File: src/hdl/phb_pkg.sv
`timescale 1ns / 1ps
// shared constants, types and helpers of the position heatmap binner
package phb_pkg;

	localparam int GRID_SIZE    = 100;
	localparam int COUNT_BITS   = 16;
	localparam int PLAYERS      = 4;
	localparam int CELLS        = GRID_SIZE * GRID_SIZE;
	localparam int PLAYER_CELLS = PLAYERS * CELLS;
	localparam int BIN_W        = $clog2(GRID_SIZE);
	localparam int CADDR_W      = $clog2(CELLS);
	localparam int PADDR_W      = $clog2(PLAYER_CELLS);
	localparam int PLAYER_W     = $clog2(PLAYERS);

	localparam int COORD_OFFSET = 2000;
	localparam int BIN_SPAN     = 40;
	localparam int GRID_SPAN    = GRID_SIZE * BIN_SPAN;
	localparam int COORD_W      = $clog2(GRID_SPAN);
	// bin = (v >> 3) / 5, the divide by five done as a multiply by 2^18/5 rounded up
	localparam int DIV5_SHIFT   = 18;
	localparam int DIV5_MUL     = 52429;
	localparam int DIV5_IN_W    = COORD_W - 3;

	localparam int DENSITY_SCALE = 2000;
	localparam int SCALE_W       = 11;
	localparam int NORM_W        = 18;
	localparam int PROD_W        = COUNT_BITS + SCALE_W;
	localparam int CMP_W         = (PROD_W > NORM_W + 2) ? PROD_W : NORM_W + 2;

	localparam int CFG_DATA_W = 18;
	localparam int MAP_SEL_W  = 3;

	localparam logic OP_RECORD  = 1'b0;
	localparam logic OP_READOUT = 1'b1;

	localparam logic [MAP_SEL_W-1:0] MAP_ALL = 3'd4;

	typedef enum logic [1:0] {
		CFG_WINDOW_FIRST = 2'd0,
		CFG_WINDOW_LAST  = 2'd1,
		CFG_PLAYER_NORM  = 2'd2,
		CFG_ALL_NORM     = 2'd3
	} cfg_index_t;

	localparam logic [15:0]       WINDOW_FIRST_RST = 16'd1;
	localparam logic [15:0]       WINDOW_LAST_RST  = 16'd15000;
	localparam logic [15:0]       PLAYER_NORM_RST  = 16'd14999;
	localparam logic [NORM_W-1:0] ALL_NORM_RST     = 18'd59996;

	localparam logic [2:0] CLASS_EMPTY = 3'd0;
	localparam logic [2:0] CLASS_LOW   = 3'd1;
	localparam logic [2:0] CLASS_MID   = 3'd2;
	localparam logic [2:0] CLASS_HIGH  = 3'd3;
	localparam logic [2:0] CLASS_DENSE = 3'd4;
	localparam logic [2:0] CLASS_PEAK  = 3'd5;

	typedef struct packed {
		logic                  opcode;
		logic [1:0]            player;
		logic [15:0]           stamp;
		logic signed [15:0]    raw_x;
		logic signed [15:0]    raw_y;
		logic [MAP_SEL_W-1:0]  map_select;
		logic [6:0]            bin_col;
		logic [6:0]            bin_row;
	} req_t;

	typedef struct packed {
		logic        counted;
		logic        off_grid;
		logic [15:0] bin_count;
		logic [2:0]  colour_class;
	} rsp_t;

	// offset coordinate, 17 bits signed so the full input range fits
	function automatic logic signed [16:0] shift_coord(input logic signed [15:0] raw);
		return 17'(signed'({raw[15], raw})) + 17'(COORD_OFFSET);
	endfunction

	function automatic logic on_grid(input logic signed [16:0] v);
		return (v >= 17'sd0) && (v < 17'(GRID_SPAN));
	endfunction

	// valid only for an on-grid coordinate
	function automatic logic [BIN_W-1:0] bin_of(input logic signed [16:0] v);
		logic [DIV5_IN_W-1:0]            eighth;
		logic [DIV5_IN_W+DIV5_SHIFT-1:0] prod;
		eighth = v[COORD_W-1:3];
		prod   = (DIV5_IN_W+DIV5_SHIFT)'(eighth) * (DIV5_IN_W+DIV5_SHIFT)'(DIV5_MUL);
		return prod[DIV5_SHIFT +: BIN_W];
	endfunction

endpackage

File: src/hdl/phb_classify.sv
`timescale 1ns / 1ps
// density colour class from a scaled count and the map's normaliser
module phb_classify (
	input  logic [phb_pkg::COUNT_BITS-1:0] count,
	input  logic [phb_pkg::PROD_W-1:0]     prod,
	input  logic [phb_pkg::NORM_W-1:0]     norm,
	output logic [2:0]                     colour_class
);

	import phb_pkg::*;

	logic [CMP_W-1:0] c;
	logic [CMP_W-1:0] n1;
	logic [CMP_W-1:0] n2;
	logic [CMP_W-1:0] n3;
	logic [CMP_W-1:0] n4;

	assign c  = CMP_W'(prod);
	assign n1 = CMP_W'(norm);
	assign n2 = CMP_W'({norm, 1'b0});
	assign n3 = CMP_W'(n1 + n2);
	assign n4 = CMP_W'({norm, 2'b00});

	always_comb begin
		if (count == '0) begin
			colour_class = CLASS_EMPTY;
		end else if (norm == '0) begin
			colour_class = CLASS_PEAK;
		end else if (c <= n1) begin
			colour_class = CLASS_LOW;
		end else if (c < n2) begin
			colour_class = CLASS_MID;
		end else if (c < n3) begin
			colour_class = CLASS_HIGH;
		end else if (c < n4) begin
			colour_class = CLASS_DENSE;
		end else begin
			colour_class = CLASS_PEAK;
		end
	end

endmodule

File: config.mk
export PLATFORM = sky130hd
export DESIGN_NAME = phb_classify
export DESIGN_NICKNAME = d
export VERILOG_FILES = /design/src/hdl/phb_pkg.sv /design/src/hdl/phb_classify.sv
export SDC_FILE = /design/constraint.sdc
export NUM_CORES = 1
export LEC_CHECK = 0
export BUFFER_PORTS_ARGS = -buffer_cell sky130_fd_sc_hd__buf_4
export CORE_MARGIN = 5
export CORE_UTILIZATION = 58
export DETAILED_ROUTE_END_ITERATION = 7
export GPL_TIMING_DRIVEN = 0
export PLACE_DENSITY = 0.93
export SLEW_MARGIN = 20
export SYNTH_ARGS = -nofsm -noshare
export SYNTH_HDL_FRONTEND = slang
export SYNTH_SLANG_ARGS = --single-unit
File: constraint.sdc
create_clock -name vclk -period 5.95
set_input_delay 1.19 -clock vclk [all_inputs]
set_output_delay 1.19 -clock vclk [all_outputs]
set_load 0.005 [all_outputs]
==> summary.md <==
| Metric | Value |
|---|---|
| Worst-Margin Slew | `0.592 ns` |
| Global placement routability congestion | `a little over 0.9` |
| First-pass GRT wire length | `approximately 12000 um` |
| Max-slew headroom | `0.595` |
| Vias/cell | `around 6.5` |
| Slew Limit Fails | `0` |
| Die Area | `approximately 0.006 mm2` |
| Min-delay src | `count[14]` |
| IO Port Bufs | `64` |
| RSZ-0062 raised after global routing | `true` |
| Maximum VDD drop | `just under 0.00007 V` |
| Total track usage | `0.232` |
| FFs & Latches | `0` |
| Total iterations of the first detailed-routing run | `5` |
| Peak Freq | `about 0.17 GHz` |
| Cell variety after synth | `47` |
| Cells after synthesis | `between 300 and 400` |
| Initial antenna violation count | `0` |
| Final core utilization | `0.761` |
| FP Rows | `24` |
| N_diodes | `0` |
| Maxcap violations | `0` |
| Critical path fanouts, max | `4` |
| Initial core utilization | `0.602` |
| LEAKAGE | `~1.7 nW` |
| Total grt overflow | `0` |
| Synth-to-Final Area Change | `26.5%` |
| Post-Syn Area | `approximately 0.0026 mm2` |
| Total power divided by cell area | `about 93 mW/mm2` |
| Hold WC Path Type | `in2out` |
| Startpoint types | `primary input` |
| Critical Path Start | `norm[1]` |
| Syn. warnings | `0` |
| Final worst slack | `about 0.0033 ns` |
| Setup CP Type | `in2out` |
| Design Power | `~310 uW` |
| Worst hold slack | `2.90 ns` |
| DR DRC count | `0` |
| Clock buffers | `0` |
| Final WL | `about 8000 um` |
| Final setup viols | `0` |
| Syn nets | `between 400 and 500` |
| Die width | `~77 um` |
| Post-DP HPWL | `6290 um` |
| Ports | `64` |
| Number of routed nets with antenna violations | `0` |
| Routed WL per cell | `between 15 and 20 um` |
| Tmin final | `around 5.9 ns` |
| Pin count of the biggest net entering global routing | `8` |
| Most frequent cells in the layout | `ha_1 (96), buf_4 (66), a21oi_1 (29), inv_1 (23), nand3_1 (20)` |
| WP data arrival | `around 4.8 ns` |
| Share of post-route cells with drive strength above 1 | `0.219` |
| Final Hold Vio Count | `0` |
| Routed vias | `2966` |
| Period utilization | `0.999` |
| Detailed Route Iter0 Violations | `240` |
| Crit end category | `primary output` |
| Vias in the first global route | `~2800` |
| Die Ht | `a little under 80 um` |
| Fill cells | `316` |
| Fin nets | `between 500 and 600` |
| Critical Path RT | `4.76 ns` |
| Commonest non-fill, non-tap cell in the layout | `ha_1` |
| Mapped Avg Cell Area | `7.90 um2` |
| Sequential share of the synthesized area | `0` |
| Reg area | `0 um2` |
| DP Worst Slack | `-0.0928 ns` |
| Core Region | `0.00438 mm2` |
| Outcome | `finished, final reports clean` |
## kinds of logic (layout without fill, tap and decap cells)
group | Yosys count | after routing | share of synthesized area
adder cells (fa/ha/maj) | 100 | 100 | 0.477
AO/OA/AOI/OAI | 101 | 101 | 0.258
buffers and inverters | 25 | 93 | 0.0356
XOR/XNOR | 14 | 14 | 0.0465
AND/OR/NAND/NOR | 94 | 94 | 0.183
## path summary, 6_finish.rpt
kind / end / slack [ns] / depth (start not counted)
worst max-delay path: colour_class[0] / 0.003 / 18
worst min-delay path: colour_class[2] / 2.90 / 6
## cell usage after synthesis, types with 2 or more instances
cell type  count  area [um2]
inv_1         25        93.8
nor3_1         9        45.0
nor4_1         5        31.3
a2111oi_0      3        26.3
a21boi_0       2        15.0
a21oi_1       29         145
a211oi_2       2        25.0
nand2b_1       2        12.5
xnor2_1        9        78.8
a211oi_1       7        52.6
xor2_1         5        43.8
nor2_1        14        52.6
nand3_1       21         105
o21bai_1       4        30.0
nand2_1       19        71.3
nor2b_1        4        25.0
o21a_1         3        22.5
o211ai_1       2        15.0
a21o_1        12        90.1
ha_1          99        1240
o2111ai_1      2        17.5
and3_1         3        18.8
o21ai_1        6        30.0
nand4_1       10        62.6
o21ai_0       14        70.1
and4_1         2        17.5
## repair_timing
item / in CTS / in global routing
gates resized for setup: 3 / 19
setup buffers: 2 / 2
hold buffers: 0 / 0
pin swaps: 4 / 13
endpoints found under the hold margin: 0 / 0
setup endpoints to repair: 2 / 3
## through the flow
step / cell area [um2] / instances / TNS (ns)
2_1_floorplan: 2640 / 334 / 0
4_1_cts: 3220 / 452 / 0
3_3_place_gp: 3180 / 450 / -0.0174
5_1_grt: 3340 / 454 / -0.276
6_report: 3340 / 454 / 0
3_5_place_dp: 3180 / 450 / -0.106
## layout make-up
type | count | area (um2) | share of cell area
well taps | 52 | 65.1 | 0.0195
repair buffers | 68 | 522 | 0.156
inverters | 25 | 101 | 0.0304
multi-input cells | 309 | 2650 | 0.794
## power by group
part	internal (mW)	switching (mW)	leakage (nW)
clock network	0	0	0
registers	0	0	0
logic	0.143	0.167	1.69
## critical path, stage by stage
cell,delay [ns]
buf_8,0.11
ha_4,0.16
fa_2,0.36
a211oi_2,0.24
o211ai_1,0.19
a32o_2,0.31
o21a_1,0.20
nor2_2,0.13
o21bai_1,0.10
xnor2_1,0.19
ha_1,0.27
and3_4,0.18
nand3_4,0.10
a2111oi_4,0.04
or4_4,0.56
and4_1,0.18
o21ai_2,0.12
buf_4,0.12
## per-layer routing
metal | GRT usage | wire (um) | vias to the layer above
met5 | 0 | 0 | -
met4 | 0.0567 | 248 | 0
met3 | 0.0359 | 655 | 29
met2 | 0.411 | 3770 | 153
met1 | 0.293 | 3270 | 1360
li1 | - | - | 1424
Note: power is estimated with default switching activity, not from simulation.
